===== src/rtl/core/assert_macros.svh =====
// Assertion macros shared by the escape-time iterator RTL
`ifndef ASSERT_MACROS_SVH
`define ASSERT_MACROS_SVH

// same-cycle implication, checked on clk, off during reset
`define AST_IMP(name, ante, cons) \
  name: assert property (@(posedge clk) disable iff (!rst_n) (ante) |-> (cons)) \
    else $error("assertion failed: same-cycle implication");

// next-cycle implication, checked on clk, off during reset
`define AST_NXT(name, ante, cons) \
  name: assert property (@(posedge clk) disable iff (!rst_n) (ante) |=> (cons)) \
    else $error("assertion failed: next-cycle implication");

`endif


===== src/rtl/core/fti_pkg.sv =====
// Types, constants and helpers for the escape-time iterator
`default_nettype none
package fti_pkg;

  localparam int VAL_W    = 63;
  localparam int MAG_W    = 62;
  localparam int MAGOUT_W = 48;

  typedef logic signed [VAL_W-1:0] val_t;
  typedef logic [MAG_W-1:0]        mag_t;
  typedef logic [1:0]              phase_t;

  localparam phase_t PH_CARD0 = 2'd0;
  localparam phase_t PH_CARD1 = 2'd1;
  localparam phase_t PH_ITER  = 2'd2;
  localparam phase_t PH_DONE  = 2'd3;

  localparam logic [2:0] CFG_LIMIT  = 3'd0;
  localparam logic [2:0] CFG_JULIA  = 3'd1;
  localparam logic [2:0] CFG_SHIP   = 3'd2;
  localparam logic [2:0] CFG_INNER  = 3'd3;
  localparam logic [2:0] CFG_SEED_R = 3'd4;
  localparam logic [2:0] CFG_SEED_I = 3'd5;

  localparam logic signed [63:0] SAT_POS = 64'sd1 <<< 61;
  localparam logic signed [63:0] SAT_NEG = -(64'sd1 <<< 61);

  typedef struct packed {
    logic [15:0]        limit;
    logic               julia;
    logic               ship;
    logic               inner;
    logic signed [31:0] seed_r;
    logic signed [31:0] seed_i;
  } cfg_t;

  typedef struct packed {
    phase_t                phase;
    val_t                  u;
    val_t                  v;
    val_t                  w;
    logic signed [31:0]    cr;
    logic signed [31:0]    ci;
    logic                  in_set;
    logic [MAGOUT_W-1:0]   res_mag;
  } slot_t;

  function automatic val_t sat_add(val_t a, val_t b);
    logic signed [63:0] s;
    s = 64'(a) + 64'(b);
    if (s > SAT_POS) return val_t'(SAT_POS);
    if (s < SAT_NEG) return val_t'(SAT_NEG);
    return val_t'(s);
  endfunction

  function automatic mag_t abs_mag(val_t a);
    val_t n;
    n = -a;
    return a[VAL_W-1] ? n[MAG_W-1:0] : a[MAG_W-1:0];
  endfunction

endpackage
`default_nettype wire


===== src/rtl/core/fti_update.sv =====
// Sum, escape test, cardioid/bulb test and state update stages of the iteration ring
`default_nettype none
module fti_update #(
  parameter int FRAC   = 28,
  parameter int ESC_R  = 10000,
  parameter int ITER_W = 16,
  parameter int SEQ_W  = 3
) (
  input  wire                  clk,
  input  wire                  rst_n,
  input  wire fti_pkg::cfg_t   cfg,
  input  wire                  vld_in,
  input  wire fti_pkg::slot_t  slot_in,
  input  wire [ITER_W-1:0]     cnt_in,
  input  wire [SEQ_W-1:0]      seq_in,
  input  wire fti_pkg::val_t   m0,
  input  wire fti_pkg::val_t   m1,
  input  wire fti_pkg::val_t   m2,
  output logic                 vld_out,
  output fti_pkg::slot_t       slot_out,
  output logic [ITER_W-1:0]    cnt_out,
  output logic [SEQ_W-1:0]     seq_out
);
  import fti_pkg::*;

  localparam logic [63:0] RB   = 64'd1 << (61 - FRAC);
  localparam val_t        THR  = (64'(ESC_R) > RB) ? val_t'(SAT_POS)
                                                   : val_t'(64'(ESC_R) << FRAC);
  localparam val_t        ONE4 = val_t'(64'd1 << (FRAC - 4));

  logic              v6_r, v7_r;
  slot_t             slot6_r, slot7_r, slot7_nxt;
  logic [ITER_W-1:0] cnt6_r, cnt7_r, cnt7_nxt;
  logic [SEQ_W-1:0]  seq6_r, seq7_r;
  val_t              m1_6_r, m2_6_r;
  val_t              sa_r, sb_r, sc_r, sd_r;
  val_t              sa_nxt, sb_nxt, sc_nxt, sd_nxt, pp;

  logic [ITER_W-1:0]   lim_m, lim_eff;
  logic [VAL_W-1:0]    mu;
  logic [MAGOUT_W-1:0] mag_o;

  always_comb begin
    pp     = (cfg.ship && m2[VAL_W-1]) ? val_t'(-m2) : m2;
    sa_nxt = sat_add(m0, m1);
    sb_nxt = sat_add(m0, val_t'(-m1));
    sc_nxt = sat_add(pp, pp);
    sd_nxt = sat_add(m2, m1);
  end

  assign lim_m   = ITER_W'(cfg.limit);
  assign lim_eff = (lim_m == '0) ? ITER_W'(1) : lim_m;
  assign mu      = VAL_W'(sa_r) >> (FRAC - 16);
  assign mag_o   = (|mu[VAL_W-1:MAGOUT_W]) ? '1 : mu[MAGOUT_W-1:0];

  always_comb begin
    slot7_nxt = slot6_r;
    cnt7_nxt  = cnt6_r;
    unique case (slot6_r.phase)
      PH_ITER: begin
        if (cnt6_r == lim_eff) begin
          slot7_nxt.phase = PH_DONE;
          if (cfg.inner) begin
            slot7_nxt.in_set  = 1'b0;
            slot7_nxt.res_mag = mag_o;
          end else begin
            slot7_nxt.in_set  = 1'b1;
            slot7_nxt.res_mag = '0;
            cnt7_nxt          = '0;
          end
        end else if (sa_r >= THR) begin
          slot7_nxt.phase   = PH_DONE;
          slot7_nxt.in_set  = 1'b0;
          slot7_nxt.res_mag = mag_o;
        end else begin
          slot7_nxt.u = sat_add(sb_r, val_t'(slot6_r.cr));
          slot7_nxt.v = sat_add(sc_r, val_t'(slot6_r.ci));
          cnt7_nxt    = cnt6_r + ITER_W'(1);
        end
      end
      PH_CARD0: begin
        if (sd_r < ONE4) begin
          slot7_nxt.phase   = PH_DONE;
          slot7_nxt.in_set  = 1'b1;
          slot7_nxt.res_mag = '0;
          cnt7_nxt          = '0;
        end else begin
          slot7_nxt.phase = PH_CARD1;
          slot7_nxt.u     = sa_r;
          slot7_nxt.v     = m1_6_r;
          slot7_nxt.w     = sat_add(sa_r, slot6_r.u);
        end
      end
      PH_CARD1: begin
        if (m2_6_r < (slot6_r.v >>> 2)) begin
          slot7_nxt.phase   = PH_DONE;
          slot7_nxt.in_set  = 1'b1;
          slot7_nxt.res_mag = '0;
          cnt7_nxt          = '0;
        end else begin
          slot7_nxt.phase = PH_ITER;
          slot7_nxt.u     = '0;
          slot7_nxt.v     = '0;
          cnt7_nxt        = '0;
        end
      end
      default: ;
    endcase
  end

  always_ff @(posedge clk) begin
    if (!rst_n) begin
      v6_r <= 1'b0;
      v7_r <= 1'b0;
    end else begin
      v6_r <= vld_in;
      v7_r <= v6_r;
    end
    slot6_r <= slot_in;
    cnt6_r  <= cnt_in;
    seq6_r  <= seq_in;
    m1_6_r  <= m1;
    m2_6_r  <= m2;
    sa_r    <= sa_nxt;
    sb_r    <= sb_nxt;
    sc_r    <= sc_nxt;
    sd_r    <= sd_nxt;
    slot7_r <= slot7_nxt;
    cnt7_r  <= cnt7_nxt;
    seq7_r  <= seq6_r;
  end

  assign vld_out  = v7_r;
  assign slot_out = slot7_r;
  assign cnt_out  = cnt7_r;
  assign seq_out  = seq7_r;

endmodule
`default_nettype wire

===== config.mk =====
export PLATFORM = sky130hd
export DESIGN_NAME = fti_update
export DESIGN_NICKNAME = d
export VERILOG_FILES = /design/src/rtl/core/assert_macros.svh /design/src/rtl/core/fti_pkg.sv /design/src/rtl/core/fti_update.sv
export SDC_FILE = /design/constraint.sdc
export NUM_CORES = 2
export LEC_CHECK = 0
export ABC_AREA = 1
export BUFFER_PORTS_ARGS = -buffer_cell sky130_fd_sc_hd__buf_2
export CAP_MARGIN = 10
export CORE_MARGIN = 2
export CORE_UTILIZATION = 40
export CTS_BUF_LIST = sky130_fd_sc_hd__clkbuf_16
export CTS_CLUSTER_DIAMETER = 80
export DETAILED_ROUTE_END_ITERATION = 6
export PLACE_DENSITY_LB_ADDON = 0.3
export SYNTH_ARGS = -nofsm -noshare
export SYNTH_HDL_FRONTEND = slang
export SYNTH_SLANG_ARGS = --single-unit

===== constraint.sdc =====
create_clock -name clk -period 8.4 [get_ports clk]
set_input_delay 0.42 -clock clk [delete_from_list [all_inputs] [get_ports clk]]
set_output_delay 0.42 -clock clk [all_outputs]
set_load 0.01 [all_outputs]

Word level (Yosys, flattened, before mapping) --
Cells that the tools add are included. W data, S select, Z words.
Word-level totals: input port bits 598, output and inout port bits 324, logic and storage cells 151, register bits after elaboration 1026
Operators by class: add/sub/neg operators 10, muxes and demuxes 89, reduce and logical (&&, ||, !) cells 4, equal/unequal tests 3, magnitude comparators 17
Operators with widths (number):
- $mux W63 | 30
- $gt A64 B63 Y1 const B | 7
- $lt A64 B62 Y1 const B | 7
- $pmux W128 S3 | 1
- $mux W126 | 3
- $add A63 B63 Y64 | 5
- $mux W49 | 5
- $mux W189 | 1
- $pmux W49 S3 | 1
- $add A63 B32 Y64 | 2
- $neg A63 Y63 | 2
- $mux W16 | 5
- $ge A63 B43 Y1 const B | 1
- $lt A63 B26 Y1 const B | 1
- $lt A63 B61 Y1 | 1
- $mux W48 | 1
- $pmux W16 S3 | 1
- $mux W1 | 38
- $add A16 B1 Y16 const B | 1
- $eq A16 B16 Y1 | 1
- $logic_not A16 Y1 | 1
- $mux W2 | 3
- $reduce_or A3 Y1 | 1
- $eq A2 B1 Y1 const B | 1
- other kinds (3) | 3

Logic depth before layout (Yosys ltp) --
word-level depth 15, gate-level depth with buffers 39, depth with buffers taken out 38

Worst setup path after synthesis --
OpenSTA, ideal clock, no wires.
path type in2reg, from input port m1[1], to register sb_r[1], required time 8336 ps, arrival time 4374 ps, path buffers 1, stages 30, slack 3962 ps, library setup time 64 ps, path through inv_1 -> ha_1 -> nand3_1 -> nor3_1 -> nand4_1 -> inv_1 -> nand3_1 -> nor3_1 -> nand3_1 -> nor4_1 -> xor2_1 -> inv_1 -> ha_1 -> a21oi_1 -> nor2_1 -> or2_2 -> a21oi_1 -> nand2_1 -> nor2_1 -> nand3_1 -> nand2_1 -> nand2_1 -> nor2_1 -> nand2_1 -> nor2_1 -> nand3_1 -> nand2_1 -> nand2_2 -> buf_6 -> nor2_1
Between the ends: cells in the longest elaborated chain, start to end 7, elaborated cells on any way between the ends 10, classes of those cells add/sub: 2; order compare: 2; mux: 6
Ends and longest elaborated chain:
- start: declaration | line fti_update.sv:17 | input wire fti_pkg::val_t m1,
- $neg A63 Y63 * | line fti_update.sv:46 | sb_nxt = sat_add(m0, val_t'(-m1));
- $add A63 B63 Y64 * | line fti_pkg.sv:50 | s = 64'(a) + 64'(b);
- $lt A64 B62 Y1 | line fti_pkg.sv:52 | if (s < SAT_NEG) return val_t'(SAT_NEG);
- $mux W1 (2 in series) | line fti_pkg.sv:52
- $mux W63 | line fti_pkg.sv:53 | return val_t'(s);
- $mux W63 * | line fti_pkg.sv:52
- end signal: assignment | line fti_update.sv:125 | sb_r <= sb_nxt;
- end: declaration | line fti_update.sv:36 | val_t sa_r, sb_r, sc_r, sd_r;
Every way passes the cells marked *; elsewhere a longest branch is shown, timed or not. The select of a mux whose other input is x is not followed. A chain may end at the register's enable or synchronous reset.

Worst setup path in the final report --
from input port m1[1], to register sb_r[30]
Same word-level chain as after synthesis.

==> results.sh <==
export IMPL_status="completed"
export IMPL_start_kind="primary input"
export IMPL_die_w_um=414
export IMPL_yosys_warnings=0
export IMPL_hpwl_um=305000
export IMPL_cts_sinks=1001
export IMPL_wire_per_inst_um=25.1
export IMPL_p_total_mw=17.5
export IMPL_syn_inst=10800
export IMPL_regToRegSetupSlack_ps=2910
export IMPL_worstPathRequired_ps=9100
export IMPL_syn_area_per_cell_um2=6.24
export IMPL_post_dp_cell_area_um2=73700
export IMPL_wirelength_um=362000
export IMPL_postRouteAntennaNets=0
export IMPL_cts_max_level=3
export IMPL_r2r_start="sd_r[57]"
export IMPL_final_min_clock_period_ps=6630
export IMPL_nets=13100
export IMPL_peakVddDrop_v=0.000190
export IMPL_relSlewSlack_pct=22.9
export IMPL_synth_seq_area_share_pct=29.8
export IMPL_synthTopCellsByArea="dfxtp_1 (30%), nand2_1 (19%), inv_1 (9.2%)"
export IMPL_report_final_slew_viol_count=0
export IMPL_synth_cell_type_count=62
export IMPL_via_count=76900
export IMPL_finalSetupTns_ps=0
export IMPL_power_per_cell_area_nw_per_um2=214
export IMPL_yosys_area_top_type="dfxtp_1"
export IMPL_gp_congestion=1.08
export IMPL_synth_nets=11800
export IMPL_cp_max_fo=61
export IMPL_numCtsBuffers=111
export IMPL_area_growth_pct=22.0
export IMPL_arrival_ps=7330
export IMPL_hp_class="in2reg"
export IMPL_rsz0062_at_grt="no"
export IMPL_clockPowerShare_pct=28.9
export IMPL_async_flop_share_pct=0
export IMPL_slowest_stage="nor3_1"
export IMPL_crit_reg2reg_capture="slot_out[39]"
export IMPL_dr_pass1_iters=6
export IMPL_p_seq_share_pct=33.5
export IMPL_grt_pass1_vias=72500
export IMPL_clk_transition_reported_paths_ps=60
export IMPL_postLayoutSetupSlackWorst_ps=1770
export IMPL_netlist_area_leader_share_pct=29.8
export IMPL_via_per_inst=5.35
export IMPL_cts_tree="done"
export IMPL_finClkSkew_ps=62.9
export IMPL_worst_slew_pin_slew_ps=1160
export IMPL_drt_iter0_drc=8080
export IMPL_die_height_um=414
export IMPL_endpoint_kind="register"
export IMPL_grt_use_total_pct=40.4
export IMPL_hold_path_end="cnt_out[10]"
export IMPL_fmax_mhz=151
export IMPL_io_buffers=856
export IMPL_ys_ff_latch=1001
export IMPL_p_sw_mw=7.54
export IMPL_grt_start_max_net_pins=84
export IMPL_grt_first_pass_wirelength_um=503000
export IMPL_pin_count=922
export IMPL_cpPeakStageDelay_ps=680
export IMPL_p_int_mw=9.99
export IMPL_power_leakage_nw=42.0
export IMPL_setup_violations=0
export IMPL_fp_coreArea_um2=167000
export IMPL_die_area_um2=171000
export IMPL_root_buffer="clkbuf_16"
export IMPL_synth_edf_count=0
export IMPL_fillers=17300
export IMPL_period_share_pct=79.0
export IMPL_critPathKind="in2reg"
export IMPL_final_area_um2=82100
export IMPL_synthFlopType="dfxtp_1"
export IMPL_switching_share_pct=43.0
export IMPL_ff2ff_path_depth=14
export IMPL_drc=0
export IMPL_rows=150
export IMPL_max_cap_viol_count=0
export IMPL_hold_path_startpoint="cfg[64]"
export IMPL_clockBufferDepth=3
export IMPL_clk_latency_ps=830
export IMPL_share_comb_of_total_power_pct=37.5
export IMPL_hold_violations=0
export IMPL_drive_above_1_share_pct=10.1
export IMPL_antenna_found_initial=26
export IMPL_initial_utilization_pct=40.3
export IMPL_min_path_cells=5
export IMPL_syn_area_um2=67300
export IMPL_gr_total_overflow=0
export IMPL_post_place_ws_ps=1670
==> cells by family (layout without fill, tap and decap cells) <==
family                   count (synthesis)  count (layout)  share of synthesized area, %
AND/OR/NAND/NOR                       5916            5916                          36.7
buffers and inverters                 1815            3211                          10.6
AO/OA/AOI/OAI                         1302            1302                          10.6
flip-flops                            1001            1001                          29.8
adder cells (fa/ha/maj)                458             458                          8.59
XOR/XNOR                               281             281                          3.67
multiplexers                             1               1                        0.0149
other                                    0              13                             0
==> area by class of cell <==
| type | instances | area (um^2) | share of cell area [%] |
|---|---|---|---|
| multi-input combinational | 7958 | 40100 | 48.9 |
| tap | 2204 | 2760 | 3.36 |
| clock inverter | 98 | 1040 | 1.27 |
| sequential | 1001 | 20000 | 24.4 |
| antenna | 13 | 32.5 | 0.0396 |
| clock buffer | 111 | 2780 | 3.38 |
| timing repair buffer | 1340 | 9050 | 11.0 |
| inverter | 1662 | 6240 | 7.60 |
==> synthesized netlist by cell type, drive strengths merged (35+ instances only) <==
library cell,count
o21ai,440
nand4,132
nand3b,153
o211ai,39
dfxtp,1001
buf,71
inv,1660
nor2,1434
nand2,3400
nor3,182
nor4,57
o21bai,47
xnor2,142
clkbuf,82
a22o,35
a21oi,645
nand3,524
ha,452
xor2,139
==> flip-flops by register name (all words and copies together) (netlist names) <==
| name | count |
|---|---|
| m1_6_r | 63 |
| sb_r | 63 |
| vld_out | 1 |
| sa_r | 63 |
| sd_r | 39 |
| cnt6_r | 16 |
| seq_out | 3 |
| cnt_out | 16 |
| sc_r | 62 |
| m2_6_r | 63 |
| slot_out | 304 |
| v6_r | 1 |
| slot6_r | 304 |
| seq6_r | 3 |
==> worst max-delay path by stage <==
stage          startpoint  endpoint  slack (ps)
5_1_grt             m1[1]  sb_r[30]        1240
4_1_cts             m1[1]  sb_r[30]        1920
3_5_place_dp        m1[1]   sb_r[1]        1670
3_3_place_gp        m1[1]   sb_r[3]        1760
2_1_floorplan       m1[1]   sb_r[1]        3960
6_report            m1[1]  sb_r[30]        1770
==> power groups by stage <==
stage	sequential (mW)	clock, mW	combinational [mW]
after floorplan	5.68	0	3.74
after global placement	5.93	0	6.18
after detailed placement	5.93	0	6.20
after CTS	5.83	5.07	6.41
after global routing	5.86	5.27	7.09
final	5.88	5.07	6.58
==> routing by layer <==
metal	global-route usage [%]	up-vias	share of wire, %
met5	0	-	0.022
met1	50.5	35500	41
met3	5.78	905	7.4
met2	64.4	3837	44
li1	-	36700	-
met4	28.0	12	8.2
==> cell usage in the layout, fill, tap and decap left out, drive strengths merged, types with 3 or more instances in the layout <==
cell type	count
a21boi	12
a21o	22
a21oi	645
a22o	35
a22oi	16
a31oi	7
a32oi	11
and2	14
and3	4
buf	888
bufinv	8
clkbuf	111
clkinv	60
clkinvlp	10
dfxtp	1001
diode	13
dlygate4sd3	452
fa	6
ha	452
inv	1682
nand2	3400
nand3	524
nand3b	153
nand4	132
nor2	1434
nor3	182
nor3b	3
nor4	57
o2111ai	3
o211ai	39
o21a	12
o21ai	440
o21bai	47
o22ai	6
or2	8
or4	3
xnor2	142
xor2	139
==> timing repair <==
item / in CTS / in global routing
resized for setup: 0 / 0
endpoints found under the hold margin: 455 / 0
setup buffers: 0 / 0
hold buffers: 452 / 0
==> worst max-delay path: cells and delay by family <==
kind                       cells  cell delay [ps]
AOI/OAI and AO/OA              4              920
adders and majority gates      2              630
xor gates and xnor gates       1              180
and+or+nand+nor               18             3640
buffers and inverters          6             1490
==> through the flow <==
| stage | util [%] | std cells | hold WS [ps] |
|---|---|---|---|
| after CTS | 49.1 | 14400 | 32.8 |
| after global routing | 49.1 | 14400 | 146 |
| final | 49.1 | 14400 | 81.2 |
| after floorplan | - | 10800 | 310 |
| after detailed placement | 44.1 | 13700 | 314 |
| after global placement | 44.1 | 13700 | 313 |
No activity file was read; power rests on OpenSTA's default activity.
